### src/hdl/lad_pkg.sv
// Shared types and constants for the linear array deque.
package lad_pkg;

  localparam int DEPTH  = 16;
  localparam int PTR_W  = $clog2(DEPTH + 1);
  localparam int ADDR_W = (DEPTH > 1) ? $clog2(DEPTH) : 1;
  localparam int IDX_W  = 5;
  localparam int EXT_W  = (PTR_W > IDX_W) ? PTR_W : IDX_W;

  typedef logic [PTR_W-1:0]  ptr_t;
  typedef logic [ADDR_W-1:0] addr_t;
  typedef logic [IDX_W-1:0]  idx_t;

  typedef enum logic [1:0] {
    REQ_PUSH_REAR  = 2'd0,
    REQ_PUSH_FRONT = 2'd1,
    REQ_POP_FRONT  = 2'd2,
    REQ_POP_REAR   = 2'd3
  } req_kind_t;

  typedef enum logic [1:0] {
    ST_OK         = 2'd0,
    ST_REAR_FULL  = 2'd1,
    ST_FRONT_FULL = 2'd2,
    ST_EMPTY      = 2'd3
  } status_t;

  typedef struct packed {
    req_kind_t          req_type;
    logic signed [31:0] push_value;
  } req_t;

  typedef struct packed {
    status_t            status;
    logic signed [31:0] pop_value;
    idx_t               front_index;
    idx_t               rear_index;
  } res_t;

  localparam ptr_t DEPTH_PTR = PTR_W'(DEPTH);

  function automatic idx_t to_idx(input ptr_t p);
    logic [EXT_W-1:0] ext;
    ext = EXT_W'(p);
    return ext[IDX_W-1:0];
  endfunction

  function automatic addr_t pos_to_addr(input ptr_t p);
    ptr_t q;
    q = p - PTR_W'(1);
    return q[ADDR_W-1:0];
  endfunction

endpackage

### src/hdl/linear_array_deque.sv
// Linear array deque top level: request register, engine and result register.
// Each accepted request waits in the request register while the engine
// resolves it against the pointer registers and the flip-flop entry store; the result
// register loads from the engine when the request advances, and a new request can be
// accepted every cycle while results drain. When a result waits, one further request is
// held in the request register and s_tready drops until the result is taken. Requests
// are resolved in order, so each sees the latest state.
module linear_array_deque (
  input  logic        clk,
  input  logic        rst,
  input  logic        s_tvalid,
  output logic        s_tready,
  input  logic [31:0] s_tdata,   // push_value[31:0]
  input  logic [1:0]  s_tuser,   // req_type[1:0]
  output logic        m_tvalid,
  input  logic        m_tready,
  output logic [47:0] m_tdata,   // pop_value[31:0], front_index[36:32], rear_index[41:37]
  output logic [1:0]  m_tuser    // status[1:0]
);

  logic          in_valid;
  lad_pkg::req_t in_req;
  lad_pkg::res_t eng_res;
  lad_pkg::res_t out_res;
  logic          advance;
  logic          s_fire;

  assign advance  = in_valid && (!m_tvalid || m_tready);
  assign s_tready = !in_valid || advance;
  assign s_fire   = s_tvalid && s_tready;

  always_ff @(posedge clk) begin
    if (rst) begin
      in_valid <= 1'b0;
    end else if (s_fire) begin
      in_valid <= 1'b1;
    end else if (advance) begin
      in_valid <= 1'b0;
    end
  end

  always_ff @(posedge clk) begin
    if (s_fire) begin
      in_req.req_type   <= lad_pkg::req_kind_t'(s_tuser);
      in_req.push_value <= s_tdata;
    end
  end

  lad_engine u_engine (
    .clk  (clk),
    .rst  (rst),
    .fire (advance),
    .req  (in_req),
    .res  (eng_res)
  );

  always_ff @(posedge clk) begin
    if (rst) begin
      m_tvalid <= 1'b0;
    end else if (advance) begin
      m_tvalid <= 1'b1;
    end else if (m_tready) begin
      m_tvalid <= 1'b0;
    end
  end

  always_ff @(posedge clk) begin
    if (advance) begin
      out_res <= eng_res;
    end
  end

  assign m_tuser = out_res.status;
  assign m_tdata = {6'd0, out_res.rear_index, out_res.front_index, out_res.pop_value};

endmodule

### src/hdl/lad_engine.sv
// Deque pointers, entry storage and the per-request update logic.
module lad_engine (
  input  logic          clk,
  input  logic          rst,
  input  logic          fire,
  input  lad_pkg::req_t req,
  output lad_pkg::res_t res
);

  logic [31:0]   store [lad_pkg::DEPTH];
  lad_pkg::ptr_t front_ptr;
  lad_pkg::ptr_t rear_ptr;
  lad_pkg::ptr_t front_next;
  lad_pkg::ptr_t rear_next;
  lad_pkg::ptr_t rd_pos;
  lad_pkg::ptr_t wr_pos;
  logic          wr_en;
  logic [31:0]   rd_data;
  lad_pkg::status_t status;
  logic [31:0]   popped;

  assign rd_pos  = (req.req_type == lad_pkg::REQ_POP_FRONT) ? front_ptr : rear_ptr;
  assign rd_data = store[lad_pkg::pos_to_addr(rd_pos)];

  always_comb begin
    front_next = front_ptr;
    rear_next  = rear_ptr;
    status     = lad_pkg::ST_OK;
    popped     = '0;
    wr_en      = 1'b0;
    wr_pos     = rear_ptr + lad_pkg::PTR_W'(1);
    unique case (req.req_type)
      lad_pkg::REQ_PUSH_REAR: begin
        if (rear_ptr == lad_pkg::DEPTH_PTR) begin
          status = lad_pkg::ST_REAR_FULL;
        end else begin
          rear_next = rear_ptr + lad_pkg::PTR_W'(1);
          wr_en     = 1'b1;
          if (rear_ptr == '0 && front_ptr == '0) begin
            front_next = lad_pkg::PTR_W'(1);
          end
        end
      end
      lad_pkg::REQ_PUSH_FRONT: begin
        wr_pos = front_ptr - lad_pkg::PTR_W'(1);
        if (front_ptr <= lad_pkg::PTR_W'(1)) begin
          status = lad_pkg::ST_FRONT_FULL;
        end else begin
          front_next = front_ptr - lad_pkg::PTR_W'(1);
          wr_en      = 1'b1;
        end
      end
      lad_pkg::REQ_POP_FRONT: begin
        if (front_ptr == '0) begin
          status = lad_pkg::ST_EMPTY;
        end else begin
          popped = rd_data;
          if (front_ptr == rear_ptr) begin
            front_next = '0;
            rear_next  = '0;
          end else begin
            front_next = front_ptr + lad_pkg::PTR_W'(1);
          end
        end
      end
      lad_pkg::REQ_POP_REAR: begin
        if (rear_ptr == '0) begin
          status = lad_pkg::ST_EMPTY;
        end else begin
          popped = rd_data;
          if (front_ptr == rear_ptr) begin
            front_next = '0;
            rear_next  = '0;
          end else begin
            rear_next = rear_ptr - lad_pkg::PTR_W'(1);
          end
        end
      end
      default: begin
        status = lad_pkg::ST_EMPTY;
      end
    endcase
  end

  always_ff @(posedge clk) begin
    if (rst) begin
      front_ptr <= '0;
      rear_ptr  <= '0;
    end else if (fire) begin
      front_ptr <= front_next;
      rear_ptr  <= rear_next;
    end
  end

  always_ff @(posedge clk) begin
    if (fire && wr_en) begin
      store[lad_pkg::pos_to_addr(wr_pos)] <= req.push_value;
    end
  end

  assign res.status      = status;
  assign res.pop_value   = popped;
  assign res.front_index = lad_pkg::to_idx(front_next);
  assign res.rear_index  = lad_pkg::to_idx(rear_next);

  a_empty_both: assert property (@(posedge clk) disable iff (rst)
    (front_ptr == '0) == (rear_ptr == '0))
    else $error("front and rear disagree on empty");

  a_order: assert property (@(posedge clk) disable iff (rst)
    front_ptr <= rear_ptr && rear_ptr <= lad_pkg::DEPTH_PTR)
    else $error("pointer order broken");

  a_fail_hold: assert property (@(posedge clk) disable iff (rst)
    fire && status != lad_pkg::ST_OK |=> $stable(front_ptr) && $stable(rear_ptr))
    else $error("failed request moved a pointer");

  a_push_rear: assert property (@(posedge clk) disable iff (rst)
    fire && status == lad_pkg::ST_OK && req.req_type == lad_pkg::REQ_PUSH_REAR
    |=> rear_ptr == $past(rear_ptr) + lad_pkg::PTR_W'(1))
    else $error("rear push did not advance rear");

endmodule
### config.mk
export PLATFORM = sky130hd
export DESIGN_NAME = linear_array_deque
export DESIGN_NICKNAME = d
export VERILOG_FILES = /design/src/hdl/lad_pkg.sv /design/src/hdl/linear_array_deque.sv /design/src/hdl/lad_engine.sv
export SDC_FILE = /design/constraint.sdc
export NUM_CORES = 1
export LEC_CHECK = 0
export ABC_AREA = 1
export BUFFER_PORTS_ARGS = -buffer_cell sky130_fd_sc_hd__buf_2
export CAP_MARGIN = 20
export CORE_MARGIN = 5
export CORE_UTILIZATION = 51
export DETAILED_ROUTE_END_ITERATION = 16
export GPL_ROUTABILITY_DRIVEN = 0
export PLACE_DENSITY = 0.68
export SYNTH_ARGS = -nofsm -noshare
export SYNTH_HDL_FRONTEND = slang
export SYNTH_SLANG_ARGS = --single-unit
export TNS_END_PERCENT = 30
### constraint.sdc
create_clock -name clk -period 9.3 [get_ports clk]
set_clock_uncertainty 0.1 [all_clocks]
set_input_delay 0.465 -clock clk [delete_from_list [all_inputs] [get_ports clk]]
set_output_delay 0.465 -clock clk [all_outputs]
set_load 0.03 [all_outputs]
==> results.py, run 1 <==
metrics = {
    "outcome": {
        "outcome": "complete, no violations",
    },
    "final_layout": {
        "drive_above_1_share": 0.116,
        "syn2layout_area_growth_pct": 13.7,
        "fillers": 3700,
        "final_nets": 2137,
        "antenna_cells": 0,
    },
    "power": {
        "power.leakage_uw": 0.00982,
        "power_density_nw_per_um2": 222,
        "totalPowerFinal_uw": 6070,
        "vdd_ir_drop_max_mv": 0.129,
    },
    "detailed_routing": {
        "drt-wirelength-per-cell_um": 22.1,
        "vias_per_cell": 5.70,
        "drt-pass1-iter-count": 6,
        "routed_wl_um": 60600,
        "route.detailed.drc": 0,
        "drtAntennaViolNets": 0,
        "num_vias": 15700,
        "drt_iter0_drc": 1706,
    },
    "critical_path": {
        "critPathMaxStageDelay_ns": 0.84,
        "worst_path_most_repeated_cell": "nor2_1",
        "startpoint_type": "flop",
        "criticalPathCategory": "flop to flop",
        "slowest_stage": "nand2_1",
        "path_cells": "nor2_4 -> nand2_1 -> nand2_2 -> buf_4 -> inv_2 -> nand2_1 -> nand2_4 -> inv_2 -> o21ai_0 -> nor2_1 -> nor2_1 -> nor2_1",
        "end_kind": "flop",
        "cp_data_required_time_ns": 9.66,
        "critPathMaxFanout": 45,
        "worstPathArrival_ns": 4.90,
    },
    "yosys": {
        "ys_types": 33,
        "syn_area_per_cell_sq_um": 12.1,
        "ys_seq_area_frac": 0.746,
        "ys_warn_count": 0,
        "ys_ff_latch": 602,
        "synth_cells": 1983,
        "syn_area_sq_um": 24100,
        "synth_area_leader_cell": "edfxtp_1",
        "yosys-top-cells-area": "edfxtp_1, nor2_1, nand2_1",
        "yosys.area.top_type_share": 0.736,
    },
    "placement": {
        "dp_hpwl_um": 29800,
        "place_ws_ns": 4.79,
        "io_buffers": 83,
    },
    "timing": {
        "setup_slack_ns": 4.76,
        "finalCritPeriodShare": 0.488,
        "worstMarginPinSlew_ns": 1.10,
        "slew_headroom": 0.265,
        "fin_tns_setup_ns": 0,
        "fin_crit_ns": 4.54,
        "fmax_mhz": 220,
        "grt_setup_unrepaired": "false",
        "drv_slew": 0,
        "hold_violations": 0,
        "setup_viol": 0,
    },
    "die": {
        "dieHeight_um": 227,
        "die_area_sq_um": 51600,
        "ios": 90,
        "start_util": 0.516,
        "die_w_um": 227,
        "rows": 79,
        "core_sq_um": 46700,
    },
    "clock_network": {
        "clock-sinks": 602,
        "clock_latency_ns": 0.62,
        "numCtsBuffers": 61,
        "clk_pin_slew_ns": 0.06,
        "root_buffer": "clkbuf_16",
        "htree_levels": 2,
        "postCtsSetupRepairBufs": 0,
        "cts_buffer_depth": 3,
        "cts_tree": "yes",
    },
    "global_route": {
        "grt_pass1_vias": 15100,
        "overflow": 0,
        "grt_pass1_wl_um": 90500,
        "antenna_found_initial": 0,
        "grt_usage": 0.233,
        "grt_max_degree": 85,
    },
    "run": {
        "drv_cap": 0,
    },
    "min_path": {
        "hold_class": "primary input to flop",
    },
}
-- layout make-up --
cell class	instances	area (sq um)	share of cell area
Inverter	66	248	0.00905
Multi-Input combinational cell	1218	5550	0.203
Clock buffer	76	1600	0.0586
Timing Repair Buffer	144	958	0.0350
Clock inverter	35	302	0.0110
Sequential cell	602	18000	0.656
Tap cell	607	759	0.0277
-- power breakdown --
group          leakage, uW  switching [uW]  internal (uW)  total, uW
Combinational      0.00343             468            178        646
Clock             0.000936             992           1350       2350
Sequential         0.00545            49.6           3030       3080
-- registers in the layout, indices dropped and copies added, names as in the netlist --
register            cells
in_req                 34
u_engine.store        512
in_valid                1
u_engine.front_ptr      5
m_tvalid                1
m_tuser                 2
m_tdata                42
u_engine.rear_ptr       5
-- cell usage in the layout (no fill, tap or decap), types with 11 or more instances in the layout --
| cell type | count |
|---|---|
| a21oi_1 | 57 |
| buf_2 | 83 |
| buf_4 | 27 |
| clkbuf_1 | 14 |
| clkbuf_16 | 62 |
| clkinv_1 | 17 |
| clkinv_2 | 11 |
| dfxtp_1 | 12 |
| dlygate4sd3_1 | 34 |
| edfxtp_1 | 590 |
| inv_1 | 56 |
| nand2_1 | 354 |
| nand3_1 | 118 |
| nand4_1 | 21 |
| nor2_1 | 403 |
| nor2_4 | 16 |
| o21ai_0 | 119 |
| o22ai_1 | 60 |
| or2_2 | 21 |
-- per-stage QoR --
stage           util  cells  cell area (sq um)  hold slack (ns)
2_1_floorplan      -   1988              24100            0.464
3_3_place_gp   0.539   2603              25100            0.389
3_5_place_dp   0.539   2603              25100            0.408
4_1_cts        0.587   2748              27400           0.0175
5_1_grt        0.587   2748              27400           0.0476
6_report       0.587   2748              27400           0.0528
-- what timing repair did --
action                    in CTS  in global routing
hold endpoints to repair      34                  0
hold buffers                  34                  0
gates resized for setup        0                  0
-- synth_stat cells --
library cell and n:
o21ai_1 5, clkbuf_2 1, clkbuf_1 33, a21oi_1 57, nand2_4 1, nand3_1 118
nand2_2 6, nor2_4 2, conb_1 1, nand4_1 21, xor2_1 9, buf_4 7
xor2_2 1, o21ai_0 119, o2111ai_1 1, nand2_1 356, inv_1 57, o22ai_1 60
xnor2_1 3, buf_2 48, inv_2 7, nand3b_1 1, buf_1 10, dfxtp_1 12
buf_6 3, or2_2 21, clkinv_1 2, edfxtp_1 590, nor2_1 417, ha_1 6
nor3_1 4, a22o_1 2, o211ai_1 2
-- cell families (layout without fill, tap and decap cells) --
group / Yosys count / count (layout) / synth area share
AOI/OAI and AO/OA: 246 / 246 / 0.0549
buffers and inverters: 168 / 321 / 0.0308
and+or+nand+nor: 947 / 947 / 0.160
xor gates and xnor gates: 13 / 13 / 0.00504
DFF: 602 / 602 / 0.746
adders and majority gates: 6 / 6 / 0.00312
other: 1 / 6 / 0.000156
-- worst max-delay path, delay by kind of cell, from the launching register on --
kind            cells  cell delay (ns)
buf+inv             3             1.42
compound gates      1             0.20
flops               1             0.48
simple gates        8             2.08
-- path summary, 6_finish.rpt --
kind                    from         end  slack, ns  cells past startpoint
hold / removal      s_tvalid    in_valid       0.05                      3
setup reg to reg  in_req[32]  m_tdata[9]       4.76                     12
hold reg to reg     m_tvalid    m_tvalid       0.42                      2
setup / recovery  in_req[32]  m_tdata[9]       4.76                     12
-- metal layers --
layer | part of all wire | up-vias | track usage
met1 | 0.40 | 7644 | 0.320
met3 | 0.085 | 105 | 0.0364
met5 | 0 | - | 0
met4 | 0.022 | 0 | 0.0610
li1 | - | 7164 | -
met2 | 0.49 | 752 | 0.395
(Power assumes the default switching activity.)
==> run 2: changes to the inputs <==
Clock period 9.3 ns to 4.7 ns, I/O delays scaled along.
==> run 2 against run 1 <==
Clock power grew 110%. Clock-buffer cell count decreased by 4. Sequential power rose by 98%. Via count grew 1.6%. Fmax grew 20%. Largest power group unchanged.
==> results.py, run 2 (synthesized netlist as in run 1, its figures left out) <==
metrics = {
    "final_layout": {
        "utilization": 0.592,
        "regMostFlops": "u_engine.store",
        "fillers": 3649,
        "syn2layout_area_growth_pct": 14.8,
        "drive_above_1_share": 0.124,
        "multi_input_area_sq_um": 5550,
        "final_common_cell": "edfxtp_1",
        "regArea_sq_um": 18000,
        "layout_common_cells": "edfxtp_1, nor2_1, nand2_1, o21ai_0, nand3_1",
        "final_nets": 2151,
        "stdcell_area_sq_um": 27600,
        "largest_reg_flops": 512,
        "antenna_cells": 0,
    },
    "detailed_routing": {
        "num_vias": 15900,
        "drt_iter0_drc": 1746,
        "drt-pass1-iter-count": 5,
        "drt-wirelength-per-cell_um": 22.6,
        "route.detailed.drc": 0,
        "drtAntennaViolNets": 0,
        "routed_wl_um": 62600,
        "vias_per_cell": 5.75,
    },
    "clock_network": {
        "clock_latency_ns": 0.64,
        "root_buffer": "clkbuf_16",
        "htree_levels": 2,
        "hold_buffers": 38,
        "numCtsBuffers": 61,
        "clock-sinks": 602,
        "postCtsSetupRepairBufs": 0,
        "cts_tree": "yes",
        "cts.repair.resized": 0,
        "cts_buffer_depth": 3,
        "clk_pin_slew_ns": 0.06,
    },
    "timing": {
        "finalCritPeriodShare": 0.806,
        "drv_slew": 0,
        "setup_slack_ns": 0.911,
        "setup_viol": 0,
        "grt_setup_unrepaired": "false",
        "slew_headroom": 0.271,
        "fmax_mhz": 264,
        "fin_crit_ns": 3.79,
        "fin_tns_setup_ns": 0,
        "hold_violations": 0,
        "whs_ns": 0.198,
        "worstMarginPinSlew_ns": 1.09,
    },
    "power": {
        "vdd_ir_drop_max_mv": 0.358,
        "power_density_nw_per_um2": 444,
        "power.leakage_uw": 0.00995,
    },
    "critical_path": {
        "worstPathArrival_ns": 3.98,
        "end_kind": "flop",
        "worstSetupStartpoint": "u_engine.rear_ptr[0]",
        "critPathMaxFanout": 21,
        "cp_data_required_time_ns": 4.89,
        "path_cells": "inv_1 -> ha_1 -> nand2_1 -> inv_1 -> nand2_1 -> nand2_1 -> a21oi_1 -> inv_1 -> nor2_4 -> buf_4",
        "slowest_stage": "nor2_4",
        "critPathMaxStageDelay_ns": 0.84,
        "startpoint_type": "flop",
        "worst-path-buf-inv": 4,
        "criticalPathCategory": "flop to flop",
        "cp_top_family": "simple AND/OR/NAND/NOR gates",
        "rr_startpoint": "u_engine.rear_ptr[0]",
    },
    "die": {
        "core_sq_um": 46700,
        "rows": 79,
        "dieHeight_um": 227,
        "die_w_um": 227,
        "die_area_sq_um": 51600,
        "ios": 90,
        "start_util": 0.516,
    },
    "outcome": {
        "outcome": "complete, no violations",
    },
    "global_route": {
        "overflow": 0,
        "grt_max_degree": 97,
        "antenna_found_initial": 0,
        "grt_usage": 0.242,
        "grt_pass1_vias": 15700,
        "grt_pass1_wl_um": 94700,
    },
    "run": {
        "drv_cap": 0,
    },
    "placement": {
        "place_ws_ns": 0.973,
        "dp_hpwl_um": 33900,
        "dpl-instance-area_sq_um": 25200,
        "io_buffers": 83,
    },
    "min_path": {
        "hold_class": "primary input to flop",
        "hold_start": "s_tdata[5]",
    },
}
## run 2: final timing paths
path                      endpoint  slack, ns  cells past startpoint
max          u_engine.store[4][20]       0.91                     10
min                      in_req[5]       0.20                      2
max reg2reg  u_engine.store[4][20]       0.91                     10
min reg2reg  u_engine.front_ptr[4]       0.54                      4
## run 2: where the power goes
part           total [uW]  leakage (uW)  switching [uW]  internal, uW
combinational        1320       0.00351             956           363
sequential           6110       0.00545             107          6000
clock                4840      0.000978            2040          2800
total               12300       0.00995            3110          9160
## run 2: stage by stage
| step | cells | total power, uW |
|---|---|---|
| floorplan | 1988 | 7050 |
| finish | 2767 | 12300 |
| CTS | 2767 | 12300 |
| global route | 2767 | 12700 |
| detailed placement | 2613 | 7500 |
| global placement | 2613 | 7480 |
## run 2: layout make-up
cell class	instances	area share
Clock inverter	44	0.0150
Tap cell	607	0.0275
Sequential cell	602	0.650
Timing Repair Buffer	158	0.0402
Inverter	66	0.00897
Clock buffer	72	0.0575
Multi-Input combinational cell	1218	0.201
## run 2: per-layer routing
| metal | part of all wire | vias up | global-route usage | wire length (um) |
|---|---|---|---|---|
| li1 | - | 7200 | - | - |
| met1 | 0.40 | 7762 | 0.330 | 25000 |
| met2 | 0.48 | 813 | 0.399 | 30300 |
| met3 | 0.085 | 147 | 0.0442 | 5320 |
| met4 | 0.031 | 0 | 0.0795 | 1960 |
| met5 | 0 | - | 0 | 0 |
==> run 3: changes to the inputs <==
Clock period 4.7 ns to 3.6 ns, I/O delays scaled along.
==> run 3 against run 2 <==
Sequential share of layout area fell by 0.42 points. Critical path depth down 1. Clock-buffer cell count rose by 6. Cell area rose by 0.66%. Routed wire length decreased by 1.8%. Hold slack got worse by 0.040 ns. Sequential power increased by 30%. Non-clock buffer count up 23. Sequential cell count is the same. Power is 29% higher. Fmax up 17%. Critical path type unchanged. Largest cell class unchanged.
==> results.py, run 3 (synthesized netlist as in run 1, its figures left out) <==
metrics = {
    "critical_path": {
        "critPathMaxFanout": 9,
        "critPathMaxStageDelay_ns": 0.50,
        "end_kind": "flop",
        "worst-path-buf-inv": 4,
        "slowest_stage": "dfxtp_1",
        "reg2reg_setup_slack_ns": 0.36,
        "worstPathArrival_ns": 3.46,
        "r2r_cells": 9,
        "worst_path_most_repeated_cell": "buf_4",
        "cp_data_required_time_ns": 3.83,
        "reg2reg_to": "u_engine.store[8][1]",
        "criticalPathCategory": "flop to flop",
        "startpoint_type": "flop",
        "path_cells": "clkinv_1 -> buf_4 -> o21ai_0 -> inv_1 -> nor2_1 -> xnor2_1 -> nand2_1 -> nor2_4 -> buf_4",
        "rr_startpoint": "u_engine.front_ptr[0]",
        "cp_top_family": "simple AND/OR/NAND/NOR gates",
    },
    "final_layout": {
        "antenna_cells": 0,
        "utilization": 0.596,
        "syn2layout_area_growth_pct": 15.5,
        "drive_above_1_share": 0.131,
        "stdcell_count": 2784,
        "regMostFlops": "u_engine.store",
        "largest_reg_flops": 512,
        "final_common_cell": "edfxtp_1",
        "layout_common_cells": "edfxtp_1, nor2_1, nand2_1, o21ai_0, nand3_1",
        "final_nets": 2173,
    },
    "detailed_routing": {
        "num_vias": 15900,
        "drt-pass1-iter-count": 5,
        "drtAntennaViolNets": 0,
        "vias_per_cell": 5.71,
        "routed_wl_um": 61400,
        "drt-wirelength-per-cell_um": 22.1,
        "drt_iter0_drc": 1637,
        "route.detailed.drc": 0,
    },
    "global_route": {
        "overflow": 0,
        "grt_pass1_vias": 15800,
        "grt_max_degree": 99,
        "grt_pass1_wl_um": 93800,
        "antenna_found_initial": 0,
        "grt_usage": 0.239,
    },
    "die": {
        "core_sq_um": 46700,
        "rows": 79,
        "start_util": 0.516,
        "die_area_sq_um": 51600,
        "dieHeight_um": 227,
        "die_w_um": 227,
        "ios": 90,
    },
    "min_path": {
        "hold_start": "s_tdata[16]",
        "whs_path_depth": 2,
        "hold_path_end": "in_req[16]",
        "hold_class": "primary input to flop",
    },
    "power": {
        "switching_power_uw": 3980,
        "p_int_uw": 11800,
        "clkPwrFrac": 0.385,
        "p_seq_frac": 0.504,
        "p_comb_frac": 0.111,
        "totalPowerFinal_uw": 15800,
        "power_density_nw_per_um2": 568,
        "power.leakage_uw": 0.0100,
        "vdd_ir_drop_max_mv": 0.394,
        "p_sw_frac": 0.252,
    },
    "outcome": {
        "outcome": "complete, no violations",
    },
    "timing": {
        "fin_crit_ns": 3.24,
        "grt_setup_unrepaired": "false",
        "hold_violations": 0,
        "worstMarginPinSlew_ns": 1.02,
        "drv_slew": 0,
        "whs_ns": 0.158,
        "setup_viol": 0,
        "fmax_mhz": 309,
        "finalCritPeriodShare": 0.899,
        "slew_headroom": 0.319,
    },
    "clock_network": {
        "numCtsBuffers": 60,
        "cts_buffer_depth": 3,
        "clk_pin_slew_ns": 0.06,
        "cts.repair.resized": 0,
        "cts_tree": "yes",
        "clock-sinks": 602,
        "clock_latency_ns": 0.63,
        "root_buffer": "clkbuf_16",
        "htree_levels": 2,
    },
    "run": {
        "drv_cap": 0,
    },
    "placement": {
        "dp_hpwl_um": 35300,
        "placed_cells": 2635,
        "io_buffers": 83,
    },
}
## run 3: final cells by class
class / instances / area, sq um
multi-input combinational: 1218 / 5550
tap: 607 / 759
clock inverter: 32 / 269
fill: 3675 / 18800
clock buffer: 78 / 1640
sequential: 602 / 18000
timing repair buffer: 181 / 1390
inverter: 66 / 248
## run 3: per-stage QoR
stage / cell area, sq um / setup slack, ns / setup TNS [ns]
after floorplan: 24100 / -0.695 / -59.86
after global placement: 25500 / 0.626 / 0
after detailed placement: 25500 / 0.452 / 0
after CTS: 27800 / 0.440 / 0
after global routing: 27800 / 0.118 / 0
final: 27800 / 0.363 / 0
## run 3: how the worst max path moves through the flow
stage	cells after the start	from	end	slack, ns
5_1_grt	10	u_engine.front_ptr[1]	u_engine.store[15][28]	0.12
3_3_place_gp	8	u_engine.front_ptr[0]	u_engine.store[8][8]	0.63
4_1_cts	9	u_engine.front_ptr[0]	u_engine.store[8][1]	0.44
6_report	9	u_engine.front_ptr[0]	u_engine.store[8][1]	0.36
2_1_floorplan	6	u_engine.front_ptr[0]	u_engine.store[15][0]	-0.70
3_5_place_dp	9	u_engine.front_ptr[0]	u_engine.store[8][8]	0.45
## run 3: routing by layer
| layer | track usage | vias up | routed length [um] |
|---|---|---|---|
| li1 | - | 7227 | - |
| met1 | 0.331 | 7785 | 24800 |
| met2 | 0.400 | 764 | 29800 |
| met3 | 0.0312 | 131 | 4850 |
| met4 | 0.0781 | 0 | 1930 |
| met5 | 0 | - | 0 |
## run 3: what timing repair did
item | in CTS | in global routing
setup buffers | 0 | 0
hold buffers | 39 | 0
hold endpoints to repair | 46 | 0
## run 3: power by group through the flow
| stage | Combinational (uW) | Clock, uW | Sequential, uW |
|---|---|---|---|
| 5_1_grt | 1930 | 6450 | 7980 |
| 3_3_place_gp | 1680 | 0 | 8110 |
| 4_1_cts | 1750 | 6150 | 7970 |
| 2_1_floorplan | 1080 | 0 | 8130 |
| 3_5_place_dp | 1700 | 0 | 8120 |
| 6_report | 1750 | 6080 | 7970 |
## run 3: worst reg2reg max path, delay by kind of cell, from the launching register on
family          cells  cell delay, ns
simple gates        3            0.92
buf+inv             4            0.83
flops               1            0.50
compound gates      1            0.42
xor+xnor            1            0.19
